`src/hw/rtl/srpg_pkg.sv`:
```
package srpg_pkg;

    localparam int CFG_DATA_WIDTH  = 16;
    localparam int CFG_INDEX_WIDTH = 3;
    localparam int POS_WIDTH       = 32;
    localparam int DIR_WIDTH       = 2;

    typedef enum logic [CFG_INDEX_WIDTH-1:0] {
        REG_TARGET_PERIOD    = 3'd0,
        REG_START_PERIOD     = 3'd1,
        REG_RAMP_DOWN_STEPS  = 3'd2,
        REG_RAMP_UP_AMOUNT   = 3'd3,
        REG_RAMP_DOWN_AMOUNT = 3'd4,
        REG_MICROSTEP_SHIFT  = 3'd5
    } cfg_index_t;

    localparam logic KIND_START = 1'b0;
    localparam logic KIND_TICK  = 1'b1;

    localparam logic [DIR_WIDTH-1:0] DIR_NONE    = 2'b00;
    localparam logic [DIR_WIDTH-1:0] DIR_UP      = 2'b01;
    localparam logic [DIR_WIDTH-1:0] DIR_NEG_TWO = 2'b10;
    localparam logic [DIR_WIDTH-1:0] DIR_NEG_ONE = 2'b11;

    localparam logic [15:0] TARGET_PERIOD_RESET    = 16'd1000;
    localparam logic [15:0] START_PERIOD_RESET     = 16'd2000;
    localparam logic [15:0] RAMP_DOWN_STEPS_RESET  = 16'd0;
    localparam logic [7:0]  RAMP_UP_AMOUNT_RESET   = 8'd1;
    localparam logic [7:0]  RAMP_DOWN_AMOUNT_RESET = 8'd1;
    localparam logic [3:0]  MICROSTEP_SHIFT_RESET  = 4'd0;

    typedef struct packed {
        logic [15:0] target_period;
        logic [15:0] start_period;
        logic [15:0] ramp_down_steps;
        logic [7:0]  ramp_up_amount;
        logic [7:0]  ramp_down_amount;
        logic [3:0]  microstep_shift;
    } cfg_t;

endpackage

```
`src/hw/rtl/srpg_cfg_regs.sv`:
```
module srpg_cfg_regs (
    input  logic                                   aclk,
    input  logic                                   aresetn,
    input  logic                                   cfg_wr_en,
    input  logic [srpg_pkg::CFG_INDEX_WIDTH-1:0]   cfg_index,
    input  logic [srpg_pkg::CFG_DATA_WIDTH-1:0]    cfg_wr_data,
    output srpg_pkg::cfg_t                         cfg
);
    import srpg_pkg::*;

    cfg_t cfg_reg;

    always_ff @(posedge aclk) begin
        if (!aresetn) begin
            cfg_reg.target_period    <= TARGET_PERIOD_RESET;
            cfg_reg.start_period     <= START_PERIOD_RESET;
            cfg_reg.ramp_down_steps  <= RAMP_DOWN_STEPS_RESET;
            cfg_reg.ramp_up_amount   <= RAMP_UP_AMOUNT_RESET;
            cfg_reg.ramp_down_amount <= RAMP_DOWN_AMOUNT_RESET;
            cfg_reg.microstep_shift  <= MICROSTEP_SHIFT_RESET;
        end else if (cfg_wr_en) begin
            case (cfg_index)
                REG_TARGET_PERIOD:    cfg_reg.target_period    <= cfg_wr_data;
                REG_START_PERIOD:     cfg_reg.start_period     <= cfg_wr_data;
                REG_RAMP_DOWN_STEPS:  cfg_reg.ramp_down_steps  <= cfg_wr_data;
                REG_RAMP_UP_AMOUNT:   cfg_reg.ramp_up_amount   <= cfg_wr_data[7:0];
                REG_RAMP_DOWN_AMOUNT: cfg_reg.ramp_down_amount <= cfg_wr_data[7:0];
                REG_MICROSTEP_SHIFT:  cfg_reg.microstep_shift  <= cfg_wr_data[3:0];
                default: ;
            endcase
        end
    end

    assign cfg = cfg_reg;

endmodule

```
`src/hw/rtl/srpg_in_stage.sv`:
```
module srpg_in_stage #(
    parameter int COUNT_WIDTH = 24
) (
    input  logic                                aclk,
    input  logic                                aresetn,
    input  logic                                s_valid,
    output logic                                s_ready,
    input  logic                                s_kind,
    input  logic [COUNT_WIDTH-1:0]              s_move_steps,
    input  logic [srpg_pkg::DIR_WIDTH-1:0]      s_direction,
    input  logic                                s_mid_switch,
    input  logic                                s_stop_request,
    input  logic                                advance,
    output logic                                item_valid,
    output logic                                item_kind,
    output logic [COUNT_WIDTH-1:0]              item_steps,
    output logic [srpg_pkg::DIR_WIDTH-1:0]      item_dir,
    output logic                                item_mid,
    output logic                                item_stop
);
    import srpg_pkg::*;

    logic                   valid_reg;
    logic                   kind_reg;
    logic [COUNT_WIDTH-1:0] steps_reg;
    logic [DIR_WIDTH-1:0]   dir_reg;
    logic                   mid_reg;
    logic                   stop_reg;

    assign s_ready = !valid_reg || advance;

    always_ff @(posedge aclk) begin
        if (!aresetn) begin
            valid_reg <= 1'b0;
        end else if (s_ready) begin
            valid_reg <= s_valid;
        end
    end

    always_ff @(posedge aclk) begin
        if (s_valid && s_ready) begin
            kind_reg  <= s_kind;
            steps_reg <= s_move_steps;
            dir_reg   <= s_direction;
            mid_reg   <= s_mid_switch;
            stop_reg  <= s_stop_request;
        end
    end

    assign item_valid = valid_reg;
    assign item_kind  = kind_reg;
    assign item_steps = steps_reg;
    assign item_dir   = dir_reg;
    assign item_mid   = mid_reg;
    assign item_stop  = stop_reg;

endmodule

```
`src/hw/rtl/srpg_core.sv`:
```
module srpg_core #(
    parameter int COUNT_WIDTH  = 24,
    parameter int PERIOD_WIDTH = 16
) (
    input  logic                                aclk,
    input  logic                                aresetn,
    input  srpg_pkg::cfg_t                      cfg,
    input  logic                                step_en,
    input  logic                                item_kind,
    input  logic [COUNT_WIDTH-1:0]              item_steps,
    input  logic [srpg_pkg::DIR_WIDTH-1:0]      item_dir,
    input  logic                                item_mid,
    input  logic                                item_stop,
    output logic [PERIOD_WIDTH-1:0]             period_next,
    output logic [COUNT_WIDTH-1:0]              count_next,
    output logic [srpg_pkg::POS_WIDTH-1:0]      position_next,
    output logic                                moving_next,
    output logic                                homed_next
);
    import srpg_pkg::*;

    localparam int PX = ((PERIOD_WIDTH > 16) ? PERIOD_WIDTH : 16) + 1;
    localparam int CX = (COUNT_WIDTH > 16) ? COUNT_WIDTH : 16;

    logic [PERIOD_WIDTH-1:0] period_reg;
    logic [COUNT_WIDTH-1:0]  count_reg;
    logic [POS_WIDTH-1:0]    position_reg;
    logic                    moving_reg;
    logic                    homed_reg;
    logic                    last_mid_reg;
    logic                    last_mid_next;

    logic [PX-1:0]           target_x;
    logic [PX-1:0]           start_x;
    logic [PX-1:0]           cur_x;
    logic [PX-1:0]           sum_x;
    logic [PX-1:0]           gap_x;
    logic [PX-1:0]           sat_x;
    logic [COUNT_WIDTH-1:0]  dec_count;
    logic                    end_move;
    logic [POS_WIDTH-1:0]    weight;
    logic [POS_WIDTH-1:0]    mag;
    logic [POS_WIDTH-1:0]    moved_pos;

    always_comb begin
        target_x  = PX'(cfg.target_period);
        start_x   = PX'(cfg.start_period);
        cur_x     = PX'(period_reg);
        sat_x     = {{(PX-PERIOD_WIDTH){1'b0}}, {PERIOD_WIDTH{1'b1}}};
        sum_x     = cur_x + PX'(cfg.ramp_down_amount);
        gap_x     = cur_x - target_x;
        dec_count = count_reg - COUNT_WIDTH'(1);
        end_move  = (dec_count == '0) || item_stop;
        weight    = POS_WIDTH'(1) << cfg.microstep_shift;
        case (item_dir)
            DIR_NONE:    mag = '0;
            DIR_NEG_TWO: mag = weight << 1;
            default:     mag = weight;
        endcase
        moved_pos = item_dir[1] ? (position_reg - mag) : (position_reg + mag);

        period_next   = period_reg;
        count_next    = count_reg;
        position_next = position_reg;
        moving_next   = moving_reg;
        homed_next    = homed_reg;
        last_mid_next = last_mid_reg;

        if (item_kind == KIND_START) begin
            count_next  = COUNT_WIDTH'(item_steps >> cfg.microstep_shift);
            period_next = (target_x > start_x) ? PERIOD_WIDTH'(target_x)
                                               : PERIOD_WIDTH'(start_x);
            moving_next = (count_next != '0);
        end else if (moving_reg) begin
            count_next  = end_move ? '0 : dec_count;
            moving_next = !end_move;
            if (CX'(count_next) < CX'(cfg.ramp_down_steps)) begin
                period_next = (sum_x > sat_x) ? {PERIOD_WIDTH{1'b1}} : PERIOD_WIDTH'(sum_x);
            end else if (cur_x > target_x) begin
                period_next = (gap_x > PX'(cfg.ramp_up_amount))
                            ? PERIOD_WIDTH'(cur_x - PX'(cfg.ramp_up_amount))
                            : PERIOD_WIDTH'(target_x);
            end
            position_next = moved_pos;
            if (last_mid_reg && !item_mid && item_dir[1]) begin
                position_next = POS_WIDTH'(1);
                homed_next    = 1'b1;
            end
            last_mid_next = item_mid;
        end
    end

    always_ff @(posedge aclk) begin
        if (!aresetn) begin
            period_reg   <= PERIOD_WIDTH'(START_PERIOD_RESET);
            count_reg    <= '0;
            position_reg <= '0;
            moving_reg   <= 1'b0;
            homed_reg    <= 1'b0;
            last_mid_reg <= 1'b0;
        end else if (step_en) begin
            period_reg   <= period_next;
            count_reg    <= count_next;
            position_reg <= position_next;
            moving_reg   <= moving_next;
            homed_reg    <= homed_next;
            last_mid_reg <= last_mid_next;
        end
    end

    a_moving_matches_count: assert property (@(posedge aclk) disable iff (!aresetn)
        moving_reg == (count_reg != '0))
        else $error("moving flag disagrees with remaining count");

    a_homed_sticky: assert property (@(posedge aclk) disable iff (!aresetn)
        !$fell(homed_reg))
        else $error("homed flag cleared outside reset");

    a_idle_tick_holds: assert property (@(posedge aclk) disable iff (!aresetn)
        (step_en && item_kind == KIND_TICK && !moving_reg)
        |=> ($stable(period_reg) && $stable(position_reg) && $stable(last_mid_reg)))
        else $error("tick while idle changed state");

endmodule

```
`src/hw/rtl/stepper_ramp_pulse_generator_unit.sv`:
```
// A result passes through the input register and then the output register, where it waits for m_ready.
// Throughput: one item per cycle while m_ready is high; the single-pass state update sets that figure.
// While a result waits, the input register holds one more item; s_ready then follows m_ready.
// Reset (aresetn low, synchronous) loads the default configuration, sets the period to the
// default start period and clears count, position, homed, moving and both valid flags.
module stepper_ramp_pulse_generator_unit #(
    parameter int COUNT_WIDTH  = 24,
    parameter int PERIOD_WIDTH = 16
) (
    input  logic                                   aclk,
    input  logic                                   aresetn,
    input  logic                                   cfg_wr_en,
    input  logic [srpg_pkg::CFG_INDEX_WIDTH-1:0]   cfg_index,
    input  logic [srpg_pkg::CFG_DATA_WIDTH-1:0]    cfg_wr_data,
    input  logic                                   s_valid,
    output logic                                   s_ready,
    input  logic                                   s_kind,
    input  logic [COUNT_WIDTH-1:0]                 s_move_steps,
    input  logic signed [srpg_pkg::DIR_WIDTH-1:0]  s_direction,
    input  logic                                   s_mid_switch,
    input  logic                                   s_stop_request,
    output logic                                   m_valid,
    input  logic                                   m_ready,
    output logic [PERIOD_WIDTH-1:0]                m_pulse_period,
    output logic [PERIOD_WIDTH-2:0]                m_pulse_compare,
    output logic                                   m_running,
    output logic [COUNT_WIDTH-1:0]                 m_steps_left,
    output logic signed [srpg_pkg::POS_WIDTH-1:0]  m_position,
    output logic                                   m_homed
);
    import srpg_pkg::*;

    cfg_t                    cfg;
    logic                    advance;
    logic                    step_en;
    logic                    item_valid;
    logic                    item_kind;
    logic [COUNT_WIDTH-1:0]  item_steps;
    logic [DIR_WIDTH-1:0]    item_dir;
    logic                    item_mid;
    logic                    item_stop;
    logic [PERIOD_WIDTH-1:0] period_next;
    logic [COUNT_WIDTH-1:0]  count_next;
    logic [POS_WIDTH-1:0]    position_next;
    logic                    moving_next;
    logic                    homed_next;

    logic                    out_valid_reg;
    logic [PERIOD_WIDTH-1:0] out_period_reg;
    logic [COUNT_WIDTH-1:0]  out_count_reg;
    logic [POS_WIDTH-1:0]    out_position_reg;
    logic                    out_moving_reg;
    logic                    out_homed_reg;

    srpg_cfg_regs u_cfg (
        .aclk        (aclk),
        .aresetn     (aresetn),
        .cfg_wr_en   (cfg_wr_en),
        .cfg_index   (cfg_index),
        .cfg_wr_data (cfg_wr_data),
        .cfg         (cfg)
    );

    srpg_in_stage #(.COUNT_WIDTH(COUNT_WIDTH)) u_in (
        .aclk           (aclk),
        .aresetn        (aresetn),
        .s_valid        (s_valid),
        .s_ready        (s_ready),
        .s_kind         (s_kind),
        .s_move_steps   (s_move_steps),
        .s_direction    (s_direction),
        .s_mid_switch   (s_mid_switch),
        .s_stop_request (s_stop_request),
        .advance        (advance),
        .item_valid     (item_valid),
        .item_kind      (item_kind),
        .item_steps     (item_steps),
        .item_dir       (item_dir),
        .item_mid       (item_mid),
        .item_stop      (item_stop)
    );

    srpg_core #(.COUNT_WIDTH(COUNT_WIDTH), .PERIOD_WIDTH(PERIOD_WIDTH)) u_core (
        .aclk          (aclk),
        .aresetn       (aresetn),
        .cfg           (cfg),
        .step_en       (step_en),
        .item_kind     (item_kind),
        .item_steps    (item_steps),
        .item_dir      (item_dir),
        .item_mid      (item_mid),
        .item_stop     (item_stop),
        .period_next   (period_next),
        .count_next    (count_next),
        .position_next (position_next),
        .moving_next   (moving_next),
        .homed_next    (homed_next)
    );

    assign advance = !out_valid_reg || m_ready;
    assign step_en = item_valid && advance;

    always_ff @(posedge aclk) begin
        if (!aresetn) begin
            out_valid_reg <= 1'b0;
        end else if (advance) begin
            out_valid_reg <= item_valid;
        end
    end

    always_ff @(posedge aclk) begin
        if (step_en) begin
            out_period_reg   <= period_next;
            out_count_reg    <= count_next;
            out_position_reg <= position_next;
            out_moving_reg   <= moving_next;
            out_homed_reg    <= homed_next;
        end
    end

    assign m_valid         = out_valid_reg;
    assign m_pulse_period  = out_period_reg;
    assign m_pulse_compare = out_period_reg[PERIOD_WIDTH-1:1];
    assign m_running       = out_moving_reg;
    assign m_steps_left    = out_count_reg;
    assign m_position      = out_position_reg;
    assign m_homed         = out_homed_reg;

    a_running_has_steps: assert property (@(posedge aclk) disable iff (!aresetn)
        (m_valid && m_running) |-> (m_steps_left != '0))
        else $error("running result reports no remaining steps");

    a_stall_blocks_input: assert property (@(posedge aclk) disable iff (!aresetn)
        (!s_ready) |-> (item_valid && m_valid && !m_ready))
        else $error("input stalled without a full pipeline");

    a_result_held: assert property (@(posedge aclk) disable iff (!aresetn)
        (m_valid && !m_ready)
        |=> (m_valid && $stable(m_pulse_period) && $stable(m_steps_left)
             && $stable(m_position)))
        else $error("waiting result changed before its transfer");

endmodule
```
`config.mk`:
```
export PLATFORM = sky130hd
export DESIGN_NAME = stepper_ramp_pulse_generator_unit
export DESIGN_NICKNAME = d
export VERILOG_FILES = /design/src/hw/rtl/srpg_pkg.sv /design/src/hw/rtl/srpg_cfg_regs.sv /design/src/hw/rtl/srpg_in_stage.sv /design/src/hw/rtl/srpg_core.sv /design/src/hw/rtl/stepper_ramp_pulse_generator_unit.sv
export SDC_FILE = /design/constraint.sdc
export NUM_CORES = 1
export LEC_CHECK = 0
export ABC_CLOCK_PERIOD_IN_PS = 13140
export BUFFER_PORTS_ARGS = -buffer_cell sky130_fd_sc_hd__buf_4
export CORE_MARGIN = 10
export CORE_UTILIZATION = 66
export DETAILED_ROUTE_END_ITERATION = 16
export GPL_TIMING_DRIVEN = 0
export PLACE_DENSITY = 0.88
export SYNTH_ARGS = -nofsm -noshare
export SYNTH_HDL_FRONTEND = slang
export SYNTH_SLANG_ARGS = --single-unit
```
`constraint.sdc`:
```
create_clock -name aclk -period 13.14 [get_ports aclk]
set_input_delay 0 -clock aclk [delete_from_list [all_inputs] [get_ports aclk]]
set_output_delay 0 -clock aclk [all_outputs]
set_load 0.01 [all_outputs]
```
==> results.yml <==
status:
  status: "finished, final reports clean"
worst_setup_path:
  reg2reg_slack_ns: 5.93
  end_kind: "flop"
  critPathRequiredTime_ns: 13.43
  cp-start-kind: "flop"
  worstSetupPathType: "flop to flop"
  path_max_fanout: 10
  critical_path_arrival_ns: 7.50
pwr:
  p_per_area_nw_per_um2: 110.1
  vdd_drop_max_v: 0.0001094
  pwr-share-seq_pct: 39.5
  power_frac_comb_pct: 26.7
  pwr-share-clk_pct: 33.8
  p_int_w: 0.001470
  sw_frac_of_total_pct: 33.11
  power.switching_w: 0.0007279
  p_leak_nw: 8.206
clock_network:
  cts_sinks: 248
  cts_tree: "done"
  cts_max_path_buffers: 3
  clk_pin_slew_ns: 0.06
  numCtsBuffers: 28
  root_buffer: "clkbuf_16"
  htree_levels: 1
  insertion_delay_ns: 0.56
cells_and_area:
  fillCellCount: 1704
  finalNonFillerCells: 2640
  fin_util_pct: 78.86
  stdcell_area_um2: 19970
  drive_above_1_share_pct: 11.74
  final_nets: 2449
  largest_reg_flops: 68
  syn2layout_area_growth_pct: 17.08
synthesis:
  synth_top_cell_by_area: "edfxtp_1"
  ys_ff_latch: 248
  ys_async_sr_fraction_pct: 0
  synth_edf_count: 103
  synth_top_cells_by_count: "315 x nand2_1, 190 x nor2_1, 182 x a21oi_1"
  synth.most_common_cell: "nand2_1"
  synthTopCellsByArea: "edfxtp_1 18%, dfxtp_1 17%, ha_1 7.7%, nand2_1 6.9%, a21oi_1 5.3%"
  synth_flop_cell: "dfxtp_1"
  synth_cell_types: 102
  syn_inst: 2059
  syn_area_um2: 17060
  yosys_warnings: 0
  ys_seq_area_share_pct: 35.15
  postSynthAreaPerCell_um2: 8.285
  syn_nets: 2221
  yosysTopAreaCellShare_pct: 18.13
grt:
  grt_pass1_vias: 17486
  grt.total_usage_pct: 36.18
  grt_pass1_wl_um: 96080
  antenna_found_initial: 2
  grt-ovfl-total: 0
  grt_max_degree: 52
timing:
  min_period_ns: 7.211
  skew_ns: 0.01318
  max_slew_margin_pct: 14.63
  rsz0062_at_grt: "false"
  clock.fmax_ghz: 0.1387
  worst_pin_slew_ns: 1.281
  period_share_pct: 54.88
  slew_viol_final: 0
  setup_viol: 0
  hold_viol_final: 0
  finalSetupTns_ns: 0
floorplan:
  die_y_um: 180.8
  coreArea_um2: 25330
  die_x_um: 180.8
  die_area_um2: 32680
  start_util_pct: 67.36
  ios: 144
  rows: 58
placement:
  place.gp.congestion: 1.035
  placed_area_um2: 18570
  dp_cells: 2532
  dpl.hpwl_um: 45120
  port_buffers: 142
detailed_routing:
  wl_um: 62730
  drc: 0
  viasPerCell: 6.856
  postRouteAntennaNets: 0
  drt_iter0_markers: 2492
  via_count: 18100
  firstDrtPassIters: 9
  post_drt_wl_per_cell_um: 23.76
min_path:
  hold_class: "primary input to flop"
run:
  max_cap_violations: 0
-- worst max-delay path, cell delays in order (launching register included) --
cell	delay, ns
dfxtp_1	0.31
clkbuf_1	0.34
buf_2	0.37
clkbuf_1	0.47
buf_1	0.52
nor3_1	0.23
a21oi_1	0.36
nor2_1	0.12
inv_1	0.08
ha_1	0.27
o21ai_0	0.21
a21oi_1	0.21
nor2_1	0.09
xor2_1	0.31
ha_1	0.35
a21o_1	0.20
a21o_1	0.17
a21oi_1	0.17
o21ai_0	0.14
a211oi_1	0.35
a21oi_1	0.14
o21ai_0	0.36
o21ai_0	0.24
a221oi_1	0.51
nor3_1	0.12
a221o_1	0.32
-- layout make-up --
| cell class | count | area [um^2] | share of cell area [%] |
|---|---|---|---|
| Antenna cell | 1 | 2.502 | 0.01253 |
| Buffer | 132 | 614.3 | 3.076 |
| Clock buffer | 38 | 768.2 | 3.847 |
| Clock inverter | 14 | 81.33 | 0.4072 |
| Inverter | 98 | 367.9 | 1.842 |
| Multi-Input combinational cell | 1581 | 10080 | 50.49 |
| Sequential cell | 248 | 5996 | 30.02 |
| Tap cell | 330 | 412.9 | 2.067 |
| Timing Repair Buffer | 198 | 1644 | 8.232 |
-- path summary, 6_finish.rpt --
| check | to | cells after the start | from |
|---|---|---|---|
| worst min-delay path | u_core.count_reg[22] | 3 | aresetn |
| worst max-delay path | m_position[31] | 25 | u_cfg.cfg[0] |
| worst max register to register | m_position[31] | 25 | u_cfg.cfg[0] |
| worst min register to register | u_cfg.cfg[32] | 2 | u_cfg.cfg[32] |
-- layer usage --
metal / vias to the layer above / global-route usage (%) / share of wire (%)
li1: 7900 / - / -
met1: 8336 / 43.62 / 36
met2: 1492 / 57.13 / 44
met3: 368 / 9.810 / 13
met4: 4 / 21.03 / 6.9
met5: - / 0 / 0.043
-- power groups by stage --
stage / registers [W] / clock network, W / logic, W
2_1_floorplan: 0.000880 / 0 / 0.000366
3_3_place_gp: 0.000881 / 0 / 0.000528
3_5_place_dp: 0.000881 / 0 / 0.000543
4_1_cts: 0.000865 / 0.000732 / 0.000562
5_1_grt: 0.000870 / 0.000764 / 0.000625
6_report: 0.000868 / 0.000743 / 0.000587
-- layout by cell type, fill, tap and decap left out, types with 24 or more instances in the layout --
cell type / Yosys / final
xor2_1: 26 / 26
nand4_1: 24 / 24
clkbuf_16: 0 / 28
a31oi_1: 24 / 24
nand2_1: 315 / 315
dfxtp_1: 145 / 145
dlygate4sd3_1: 0 / 55
o21ai_0: 92 / 92
inv_1: 95 / 95
ha_1: 105 / 105
nor2_1: 190 / 190
edfxtp_1: 103 / 103
a21oi_1: 182 / 182
nand3_1: 42 / 42
buf_4: 18 / 160
xnor2_1: 40 / 40
clkbuf_1: 85 / 91
o211ai_1: 26 / 26
nor3_1: 45 / 45
o21ai_1: 24 / 24
nand2b_1: 26 / 26
a21o_1: 44 / 44
mux2i_1: 46 / 46
-- kinds of logic (layout without fill, tap and decap cells) --
family,after synthesis,in the layout,share of synthesized area [%]
AND/OR/NAND/NOR,748,748,20.08
adder cells (fa/ha/maj),109,109,8.171
AO/OA/AOI/OAI,598,598,23.21
flip-flops,248,248,35.15
XOR/XNOR,67,67,3.484
other,0,1,0
buffers and inverters,230,480,5.736
multiplexers,59,59,4.166
-- what timing repair did --
action / CTS / global route
hold buffers: 55 / 0
gates resized for setup: 0 / 0
setup buffers: 0 / 0
hold endpoints to repair: 99 / 0
setup endpoints to repair: 0 / 0
-- per-stage QoR --
step | hold slack, ns | setup slack [ns] | power (W)
final | 0.1368 | 5.929 | 0.002198
after global routing | 0.1603 | 5.385 | 0.002258
after CTS | 0.09465 | 6.302 | 0.002159
after detailed placement | 0.1795 | 6.312 | 0.001424
after global placement | 0.1783 | 6.490 | 0.001409
after floorplan | 0.09887 | 7.820 | 0.001246
No activity file was read; power rests on OpenSTA's default activity.
